$ cat src/design/pbu_div_cell.sv
// ----------------------------------------------------------------------------
// pbu_div_cell
// one restoring division step per cell, one quotient bit, registered
// ----------------------------------------------------------------------------
module pbu_div_cell #(
    parameter int LANES = 1,
    parameter int RW    = 8,
    parameter int DW    = 8,
    parameter int QB    = 8,
    parameter int BIT   = 0,
    parameter int PW    = 1
) (
    input  logic          clk,
    input  logic          rst_n,
    input  logic          en,
    input  logic          valid_i,
    input  logic [RW-1:0] rem_i [LANES],
    input  logic [DW-1:0] den_i [LANES],
    input  logic [QB-1:0] quo_i [LANES],
    input  logic [PW-1:0] pay_i,
    output logic          valid_o,
    output logic [RW-1:0] rem_o [LANES],
    output logic [DW-1:0] den_o [LANES],
    output logic [QB-1:0] quo_o [LANES],
    output logic [PW-1:0] pay_o
);

    localparam int CW = RW + DW;

    logic          valid_reg;
    logic [RW-1:0] rem_reg  [LANES];
    logic [DW-1:0] den_reg  [LANES];
    logic [QB-1:0] quo_reg  [LANES];
    logic [RW-1:0] rem_next [LANES];
    logic [QB-1:0] quo_next [LANES];
    logic [PW-1:0] pay_reg;

    for (genvar l = 0; l < LANES; l++) begin : g_lane
        logic [CW-1:0] dsh;
        logic [CW-1:0] rem_x;
        logic          fits;
        assign dsh         = CW'(den_i[l]) << BIT;
        assign rem_x       = CW'(rem_i[l]);
        assign fits        = rem_x >= dsh;
        assign rem_next[l] = fits ? RW'(rem_x - dsh) : rem_i[l];
        assign quo_next[l] = quo_i[l] | (fits ? (QB'(1) << BIT) : QB'(0));
    end

    always_ff @(posedge clk or negedge rst_n)
    begin
        if (!rst_n)
        begin
            valid_reg <= 1'b0;
        end
        else if (en)
        begin
            valid_reg <= valid_i;
        end
    end

    always_ff @(posedge clk)
    begin
        if (en)
        begin
            rem_reg <= rem_next;
            den_reg <= den_i;
            quo_reg <= quo_next;
            pay_reg <= pay_i;
        end
    end

    assign valid_o = valid_reg;
    assign rem_o   = rem_reg;
    assign den_o   = den_reg;
    assign quo_o   = quo_reg;
    assign pay_o   = pay_reg;

endmodule

$ cat src/design/pbu_div.sv
// ----------------------------------------------------------------------------
// pbu_div
// pipelined unsigned divider, a chain of one-bit cells with sideband payload
// ----------------------------------------------------------------------------
module pbu_div #(
    parameter int LANES = 1,
    parameter int RW    = 8,
    parameter int DW    = 8,
    parameter int QB    = 8,
    parameter int PW    = 1
) (
    input  logic          clk,
    input  logic          rst_n,
    input  logic          en,
    input  logic          valid_i,
    input  logic [RW-1:0] num_i [LANES],
    input  logic [DW-1:0] den_i [LANES],
    input  logic [PW-1:0] pay_i,
    output logic          valid_o,
    output logic [QB-1:0] quo_o [LANES],
    output logic [PW-1:0] pay_o
);

    logic          valid_c [QB+1];
    logic [RW-1:0] rem_c   [QB+1][LANES];
    logic [DW-1:0] den_c   [QB+1][LANES];
    logic [QB-1:0] quo_c   [QB+1][LANES];
    logic [PW-1:0] pay_c   [QB+1];

    assign valid_c[0] = valid_i;
    assign rem_c[0]   = num_i;
    assign den_c[0]   = den_i;
    assign pay_c[0]   = pay_i;

    for (genvar l = 0; l < LANES; l++) begin : g_init
        assign quo_c[0][l] = '0;
    end

    for (genvar k = 0; k < QB; k++) begin : g_cell
        pbu_div_cell #(
            .LANES (LANES),
            .RW    (RW),
            .DW    (DW),
            .QB    (QB),
            .BIT   (QB - 1 - k),
            .PW    (PW)
        ) u_cell (
            .clk     (clk),
            .rst_n   (rst_n),
            .en      (en),
            .valid_i (valid_c[k]),
            .rem_i   (rem_c[k]),
            .den_i   (den_c[k]),
            .quo_i   (quo_c[k]),
            .pay_i   (pay_c[k]),
            .valid_o (valid_c[k+1]),
            .rem_o   (rem_c[k+1]),
            .den_o   (den_c[k+1]),
            .quo_o   (quo_c[k+1]),
            .pay_o   (pay_c[k+1])
        );
    end

    assign valid_o = valid_c[QB];
    assign quo_o   = quo_c[QB];
    assign pay_o   = pay_c[QB];

endmodule

$ cat config.mk
export PLATFORM = sky130hd
export DESIGN_NAME = pbu_div
export DESIGN_NICKNAME = d
export VERILOG_FILES = /design/src/design/pbu_div_cell.sv /design/src/design/pbu_div.sv
export SDC_FILE = /design/constraint.sdc
export NUM_CORES = 1
export LEC_CHECK = 0
export ABC_AREA = 1
export ABC_CLOCK_PERIOD_IN_PS = 2200
export BUFFER_PORTS_ARGS = -buffer_cell sky130_fd_sc_hd__buf_2
export CAP_MARGIN = 20
export CORE_MARGIN = 2
export CORE_UTILIZATION = 40
export CTS_CLUSTER_DIAMETER = 80
export CTS_CLUSTER_SIZE = 28
export DETAILED_ROUTE_END_ITERATION = 6
export MAX_ROUTING_LAYER = met4
export PLACE_DENSITY_LB_ADDON = 0.2
export SLEW_MARGIN = 40
export SYNTH_ARGS = -nofsm -noshare
export SYNTH_HDL_FRONTEND = slang
export SYNTH_SLANG_ARGS = --single-unit
$ cat constraint.sdc
create_clock -name clk -period 2.2 [get_ports clk]
set_clock_uncertainty 0.1 [all_clocks]
set_input_delay 0.44 -clock clk [delete_from_list [all_inputs] [get_ports clk]]
set_output_delay 0.44 -clock clk [all_outputs]
set_load 0.01 [all_outputs]
Word-level counts from Yosys, hierarchy flattened --
Cells that the tools add are included.
Storage, ports and cells: register bits after elaboration 192, latch bits 0, bits in writable memories 0, memory bits (read-only) 0, input port bits 21, word-level logic and storage cells 75, memories 0
Operators by class: add/subtract/negate cells 7, multipliers 0, div/mod/pow operators 0, $lt $le $gt $ge 8, eq/ne operators 0, shift operators 0, mux-type cells 15, bitwise logic cells 7, reductions and logical operators 0
Operators by type and width (number):
- 2-to-1 mux 8 bit | 8
- bitwise OR 8 bit | 7
- subtractor 8 bit | 7
- greater-or-equal comparator 8 x 15 -> 1 bit | 1
- greater-or-equal comparator 8 x 14 -> 1 bit | 1
- greater-or-equal comparator 8 x 13 -> 1 bit | 1
- greater-or-equal comparator 8 x 12 -> 1 bit | 1
- greater-or-equal comparator 8 x 11 -> 1 bit | 1
- greater-or-equal comparator 8 x 10 -> 1 bit | 1
- greater-or-equal comparator 8 x 9 -> 1 bit | 1
- greater-or-equal comparator 8 bit | 1
- 2-to-1 mux 7 bit | 1
- 2-to-1 mux 6 bit | 1
- 2-to-1 mux 5 bit | 1
- 2-to-1 mux 4 bit | 1
- 2-to-1 mux 3 bit | 1
- 2-to-1 mux 2 bit | 1
- 2-to-1 mux 1 bit | 1

Longest topological paths before layout --
Gate-level depths: netlist of the first run.
depth after elaboration 3, gate-level depth with buffers 11, mapped depth without buffers 11

Modules after synthesis --
A second synthesis of the first run with hierarchy kept.
Second synthesis, totals: cells, all modules 759, area total of the unflattened synthesis 9303.9 sq um
Modules (own cells, without submodules):
- pbu_div_cell (g_cell[7].u_cell) | times used 1, cells an instance 133, area each 1367.6 sq um, seq. area each 775.7 sq um
- pbu_div_cell (g_cell[6].u_cell) | times used 1, cells an instance 122, area each 1348.8 sq um, seq. area each 775.7 sq um
- pbu_div_cell (g_cell[5].u_cell) | times used 1, cells an instance 98, area each 1207.4 sq um, seq. area each 775.7 sq um
- pbu_div_cell (g_cell[4].u_cell) | times used 1, cells an instance 94, area each 1166.1 sq um, seq. area each 775.7 sq um
- pbu_div_cell (g_cell[3].u_cell) | times used 1, cells an instance 83, area each 1136.1 sq um, seq. area each 775.7 sq um
- pbu_div_cell (g_cell[2].u_cell) | times used 1, cells an instance 87, area each 1089.8 sq um, seq. area each 775.7 sq um
- pbu_div_cell (g_cell[1].u_cell) | times used 1, cells an instance 72, area each 1011.0 sq um, seq. area each 775.7 sq um
- pbu_div_cell (g_cell[0].u_cell) | times used 1, cells an instance 69, area each 973.4 sq um, seq. area each 775.7 sq um
- pbu_div | times used 1, cells an instance 1, area each 3.8 sq um, seq. area each 0.0 sq um

Worst setup path before layout of the first run --
No wires, ideal clock.
path kind register -> register, start register g_cell[5].u_cell.den_reg, in the netlist g_cell[5].u_cell.den_o[0], end register g_cell[6].u_cell.rem_reg, in the netlist g_cell[6].u_cell.rem_o[2] (data pin), arrival time 1.591 ns, slack 0.254 ns, stages on the path, launching flop included 10, path buffers 1, cell sequence edfxtp_1 -> ha_1 -> fa_1 -> inv_1 -> nand2_1 -> nand2_1 -> nand3_2 -> nand3_2 -> buf_6 -> o21ai_2
RTL lines:
- start: declaration | RTL line pbu_div_cell.sv:32 | logic [DW-1:0] den_reg [LANES];
- start signal: assignment | RTL line pbu_div_cell.sv:66 | den_reg <= den_i;
- end signal: assignment | RTL line pbu_div_cell.sv:65 | rem_reg <= rem_next;
- end: declaration | RTL line pbu_div_cell.sv:31 | logic [RW-1:0] rem_reg [LANES];

==> impl_metrics.json, run 1 <==
{
  "status": "complete, no violations",
  "port_buffers": 30,
  "clkSinkCount": 164,
  "diodes": 0,
  "synth_edf_count": 156,
  "ys_warn_count": 0,
  "hpwl_um": 7260,
  "cts_tree": "yes",
  "worstSetupPathType": "reg2reg",
  "hold_viol": 0,
  "grt_max_degree": 52,
  "worst_setup_path_start_kind": "register",
  "rsz0062_at_grt": "no",
  "worstPathMaxFanout": 6,
  "drt_iter0_drc": 186,
  "synth-async-reset-ratio_pct": 4.88,
  "grt_pass1_vias": 3961,
  "final_cell_area_mm2": 0.00819,
  "clockPowerShare_pct": 38.4,
  "vias": 4008,
  "hold_path.class": "in2reg",
  "setup_viol": 0,
  "root_buffer": "clkbuf_16",
  "die-area_mm2": 0.0188,
  "first_pass_iters": 4,
  "fin_util_pct": 47.3,
  "placed_area_mm2": 0.00756,
  "cp.required_ps": 2390,
  "ant_nets": 0,
  "seq_power_share_pct": 52.4,
  "syn_nets": 624,
  "antenna_found_initial": 0,
  "worst_slew_pin_slew_ps": 404,
  "drt_wl_total_um": 10500,
  "vdd_drop_max_uv": 601,
  "p_per_area_mw_per_mm2": 880,
  "netSwitchingFraction_pct": 23.3,
  "tns_ps": 0,
  "dp.cells": 816,
  "synthCells": 561,
  "rows": 48,
  "drc": 0,
  "cts_buffers": 17,
  "netlist_area_mm2": 0.00709,
  "total_leakage_power_nw": 3.49,
  "gp_congestion": 0.877,
  "area_growth_pct": 15.5,
  "p_sw_w": 0.00168,
  "cts_max_path_buffers": 2,
  "viasPerCell": 4.70,
  "grt-ovfl-total": 0,
  "fmax_mhz": 488,
  "worst_setup_path_end_kind": "register",
  "synthFlopType": "edfxtp_1",
  "dieWidth_um": 137,
  "clkLatencyLatePin_ps": 430,
  "slew_headroom_pct": 72.8,
  "h-tree-depth": 4,
  "drive_gt1_share_pct": 14.0,
  "ys_seq_area_share_pct": 68.9,
  "syn_avg_cell_area_um2": 12.6,
  "period_needed_ps": 2050,
  "maxCapViolCount": 0,
  "combinationalPowerShare_pct": 9.2,
  "io_pins": 31,
  "core-area_mm2": 0.0173,
  "cp.arrival_ps": 2230,
  "yosys_register_bits": 164,
  "final_nets": 677,
  "final_cells": 852,
  "slew_violations": 0,
  "intPower_w": 0.00552,
  "finalCritPeriodShare_pct": 93.1,
  "die_h_um": 137,
  "wire_per_inst_um": 12.3,
  "clk_pin_slew_ps": 60,
  "start_util_pct": 41.0,
  "grt_usage_pct": 12.5,
  "post_synth_num_cell_types": 28,
  "grt_pass1_wl_um": 17300
}
## power by group through the flow
stage | clock network, W | registers [W] | logic, W
floorplan | 0 | 0.00382 | 0.000445
global route | 0.00297 | 0.00380 | 0.000765
CTS | 0.00284 | 0.00378 | 0.000651
finish | 0.00277 | 0.00377 | 0.000661
global placement | 0 | 0.00384 | 0.000621
detailed placement | 0 | 0.00384 | 0.000647
## cell families after synthesis
logic type               count (synthesis)  synth area share [%]
AND/OR/NAND/NOR                        217                  13.9
flip-flops                             164                  68.9
buffers and inverters                   95                  5.24
adder cells (fa/ha/maj)                 42                  8.05
AO/OA/AOI/OAI                           34                  2.75
XOR/XNOR                                 9                  1.11
## worst paths after layout
path	from	endpoint	slack, ps	depth (start not counted)
max	g_cell[3].u_cell.rem_o[3]	g_cell[4].u_cell.rem_o[5]	150	9
min	pay_i	g_cell[0].u_cell.pay_o	80	1
max reg2reg	g_cell[3].u_cell.rem_o[3]	g_cell[4].u_cell.rem_o[5]	150	9
min reg2reg	g_cell[5].u_cell.quo_o[4]	g_cell[6].u_cell.quo_o[4]	320	0
max in group asynchronous	rst_n	g_cell[5].u_cell.valid_o	1570	2
min in group asynchronous	rst_n	g_cell[2].u_cell.valid_o	270	2
## final cells by class
type                            instances  area, um^2
Multi-Input combinational cell        303        1880
Clock inverter                          9        65.1
Sequential cell                       164        4880
Tap cell                              225         282
Timing Repair Buffer                   36         241
Inverter                               92         345
Clock buffer                           23         489
Fill cell                            1535        9110
## metal layers
| layer | up-vias | routed length [um] | track usage, % |
|---|---|---|---|
| met4 | 0 | 256 | 6.76 |
| met3 | 20 | 325 | 4.00 |
| met2 | 65 | 5700 | 21.9 |
| li1 | 2019 | - | - |
| met1 | 1904 | 4200 | 12.3 |
| met5 | - | 0 | - |
## critical path: stages (launching register included)
cell and delay [ps]:
edfxtp_1 390, inv_1 60, ha_1 210, fa_1 400, nand3b_1 170, nand2_1 110
nand2_1 160, nand3_2 170, nand2_1 70, nand2_1 70
## stage by stage
step                hold slack [ps]  power (W)  setup WS [ps]
floorplan                      44.4    0.00426            254
global placement                182    0.00446            135
detailed placement              191    0.00449           42.4
CTS                            65.3    0.00727           29.1
global route                   60.0    0.00753           4.66
finish                         84.4    0.00720            151
## sequential cells by signal, indices dropped and copies added (netlist names)
register / flops
g_cell.u_cell.den_o: 56
g_cell.u_cell.pay_o: 8
g_cell.u_cell.quo_o: 36
g_cell.u_cell.rem_o: 56
g_cell.u_cell.valid_o: 8
## cell usage after synthesis (2+ instances only)
| cell type | number | area [um^2] |
|---|---|---|
| nand4_1 | 14 | 87.6 |
| xor2_1 | 5 | 43.8 |
| nor2_1 | 38 | 143 |
| edfxtp_1 | 156 | 4680 |
| fa_1 | 6 | 120 |
| nand3_2 | 7 | 70.1 |
| nor3_1 | 4 | 20.0 |
| nand3b_1 | 8 | 60.1 |
| nor3b_1 | 2 | 15.0 |
| dfrtp_1 | 8 | 200 |
| inv_1 | 92 | 345 |
| xnor2_1 | 4 | 35.0 |
| buf_6 | 2 | 22.5 |
| o21ai_0 | 9 | 45.0 |
| a21oi_1 | 14 | 70.1 |
| o21ai_2 | 5 | 43.8 |
| or2_2 | 4 | 25.0 |
| nand2_1 | 114 | 428 |
| o21ai_1 | 5 | 25.0 |
| ha_1 | 36 | 450 |
| nand3_1 | 21 | 105 |
## placed cells by master (no fill, tap or decap), types with 2 or more instances in the layout
master       n
inv_4        4
edfxtp_1   156
fa_1         6
dfrtp_1      8
clkbuf_16   18
nor2_1      38
nand3_2      5
buf_4        2
nor3b_1      2
buf_2       29
clkbuf_8     2
nand3_1     20
nand3_4      4
nand4_1     14
buf_12       3
o21ai_0      9
a21oi_1     14
clkinv_4     3
nand2_2      3
inv_1       92
xor2_1       5
nand2_1    112
nand3b_1     8
o21ai_1      5
nor3_1       4
or2_2        4
clkbuf_1     3
o21ai_2      5
xnor2_1      4
ha_1        36
## repair_timing
action                                 CTS  global route
resized for setup                        0             7
setup endpoints to repair                0            16
endpoints found under the hold margin    8             0
buffers inserted                         0             2
hold buffers                             1             0
Note: power is estimated with default switching activity, not from simulation.
==> run 2: changes to the inputs <==
--- a/config.mk
+++ b/config.mk
@@ -7,7 +7,6 @@
 export LEC_CHECK = 0
 export ABC_AREA = 1
-export ABC_CLOCK_PERIOD_IN_PS = 2200
+export ABC_CLOCK_PERIOD_IN_PS = 1900
 export BUFFER_PORTS_ARGS = -buffer_cell sky130_fd_sc_hd__buf_2
-export CAP_MARGIN = 20
 export CORE_MARGIN = 2
 export CORE_UTILIZATION = 40
==> constraint.sdc (replaced) <==
create_clock -name clk -period 1.9 [get_ports clk]
set_clock_uncertainty 0.1 [all_clocks]
set_input_delay 0.38 -clock clk [delete_from_list [all_inputs] [get_ports clk]]
set_output_delay 0.38 -clock clk [all_outputs]
set_load 0.1 [all_outputs]
==> impl_metrics.json, run 2 (same netlist as run 1, synthesis figures left out) <==
{
  "status": "complete, but fails checks",
  "violations": "negative setup slack",
  "cts_buffers": 17,
  "placed_area_mm2": 0.00774,
  "gp_congestion": 0.901,
  "min_path_cells": 1,
  "maxCapViolCount": 0,
  "p_per_area_mw_per_mm2": 1010,
  "drive_gt1_share_pct": 24.0,
  "ant_nets": 0,
  "root_buffer": "clkbuf_16",
  "clkLatencyLatePin_ps": 420,
  "timing.rr.end": "g_cell[6].u_cell.rem_o[3]",
  "worst_slew_pin_slew_ps": 490,
  "rows": 48,
  "viasPerCell": 4.68,
  "start_util_pct": 41.0,
  "total_leakage_power_nw": 3.69,
  "wire_per_inst_um": 12.7,
  "cp.required_ps": 1980,
  "grt_pass1_vias": 4326,
  "io_pins": 31,
  "cp_slowest_cell": "edfxtp_1",
  "period_needed_ps": 1960,
  "finalHoldWorstSlack_ps": 35.5,
  "grt-ovfl-total": 0,
  "drt_iter0_drc": 188,
  "core-area_mm2": 0.0173,
  "cts_max_path_buffers": 2,
  "setup_viol": 7,
  "drc": 0,
  "grt_usage_pct": 13.4,
  "cts_tree": "yes",
  "final_cell_area_mm2": 0.00871,
  "worstPathMaxFanout": 7,
  "grt_max_degree": 36,
  "grt_pass1_wl_um": 18600,
  "die_h_um": 137,
  "mostFrequentLayoutCell": "edfxtp_1",
  "antenna_found_initial": 0,
  "hpwl_um": 7690,
  "area_growth_pct": 22.9,
  "port_buffers": 30,
  "drt_wl_total_um": 11200,
  "slowest_delay_ps": 440,
  "final_nets": 709,
  "h-tree-depth": 4,
  "slew_violations": 0,
  "dieWidth_um": 137,
  "rsz0062_at_grt": "yes",
  "worst_setup_path_start_kind": "register",
  "path_buf_inv": 2,
  "r2r_start": "g_cell[5].u_cell.den_o[0]",
  "worst_setup_path_end_kind": "register",
  "worst_r2r_path_depth": 9,
  "min_from": "pay_i",
  "diodes": 0,
  "die-area_mm2": 0.0188,
  "path_cells": "ha_4 > fa_2 > inv_2 > nand2_2 > nand2_4 > nand3_4 > nand3_4 > buf_12 > o21ai_2",
  "fin_ws_ps": -57.0,
  "hold_viol": 0,
  "cp.arrival_ps": 2040,
  "path_delay_family": "adder cells",
  "worstSetupPathType": "reg2reg",
  "crit_top_cell": "nand3_4",
  "vias": 4134,
  "min_to": "g_cell[0].u_cell.pay_o",
  "vdd_drop_max_uv": 664,
  "clkSinkCount": 164,
  "first_pass_iters": 4,
  "clk_pin_slew_ps": 70,
  "slew_headroom_pct": 67.6,
  "hold_path.class": "in2reg",
  "final_cell_mix": "edfxtp_1, nand2_1, inv_1",
  "fmax_mhz": 511,
  "finalCritPeriodShare_pct": 103,
  "reg2reg_slack_ps": -60
}
-- run 2: cell types whose count changed in the layout (fill, tap and decap cells not counted), sizes merged --
cell	delta
clkinvlp	+2
clkbuf	-6
buf	+32
bufinv	+1
inv	+3
-- run 2: what timing repair did --
action,in CTS,in global routing
endpoints found under the hold margin,8,0
endpoints found under the setup margin,25,26
hold buffers,1,0
gates resized for setup,16,39
gates cloned,2,0
pin swaps,3,19
buffers inserted,6,7
-- run 2: layer usage --
layer	vias to the layer above	part of all wire, %	global-route usage [%]
li1	2087	-	-
met3	22	2.8	3.96
met2	64	56	24.8
met1	1961	39	12.3
met4	0	2.4	7.16
met5	-	0	-
-- run 2: power by group --
group / switching [W] / leakage, nW / internal, W
registers: 0.000110 / 1.63 / 0.00426
logic: 0.000642 / 1.78 / 0.000432
clock network: 0.00150 / 0.285 / 0.00187
-- run 2: cell type report --
type                    instances  area, um^2
repair buffers                 68         551
fillers                      1487        8590
well taps                     225         282
clock inverters                15         164
multi-input cells             303        2060
inverters                      92         345
flip-flops and latches        164        4880
clock buffers                  17         425
-- run 2: worst max path at each step --
| stage | startpoint | to | depth (start not counted) |
|---|---|---|---|
| 2_1_floorplan | g_cell[4].u_cell.rem_o[2] | g_cell[5].u_cell.rem_o[7] | 11 |
| 3_3_place_gp | g_cell[4].u_cell.rem_o[2] | g_cell[5].u_cell.rem_o[7] | 10 |
| 3_5_place_dp | g_cell[4].u_cell.rem_o[2] | g_cell[5].u_cell.rem_o[7] | 10 |
| 4_1_cts | g_cell[4].u_cell.rem_o[2] | g_cell[5].u_cell.rem_o[7] | 10 |
| 5_1_grt | g_cell[5].u_cell.den_o[0] | g_cell[6].u_cell.rem_o[2] | 9 |
| 6_report | g_cell[5].u_cell.den_o[0] | g_cell[6].u_cell.rem_o[3] | 9 |
-- run 2: metrics by stage --
step | util (%) | power [W] | TNS (ps) | worst slack [ps] | instances
2_1_floorplan | - | 0.00505 | 0 | 29.4 | 561
3_3_place_gp | 44.8 | 0.00535 | -160 | -26.3 | 836
3_5_place_dp | 44.8 | 0.00539 | -1150 | -84.6 | 836
4_1_cts | 49.0 | 0.00883 | 0 | 0.586 | 877
5_1_grt | 50.4 | 0.00920 | -1490 | -142 | 884
6_report | 50.4 | 0.00881 | -306 | -57.0 | 884
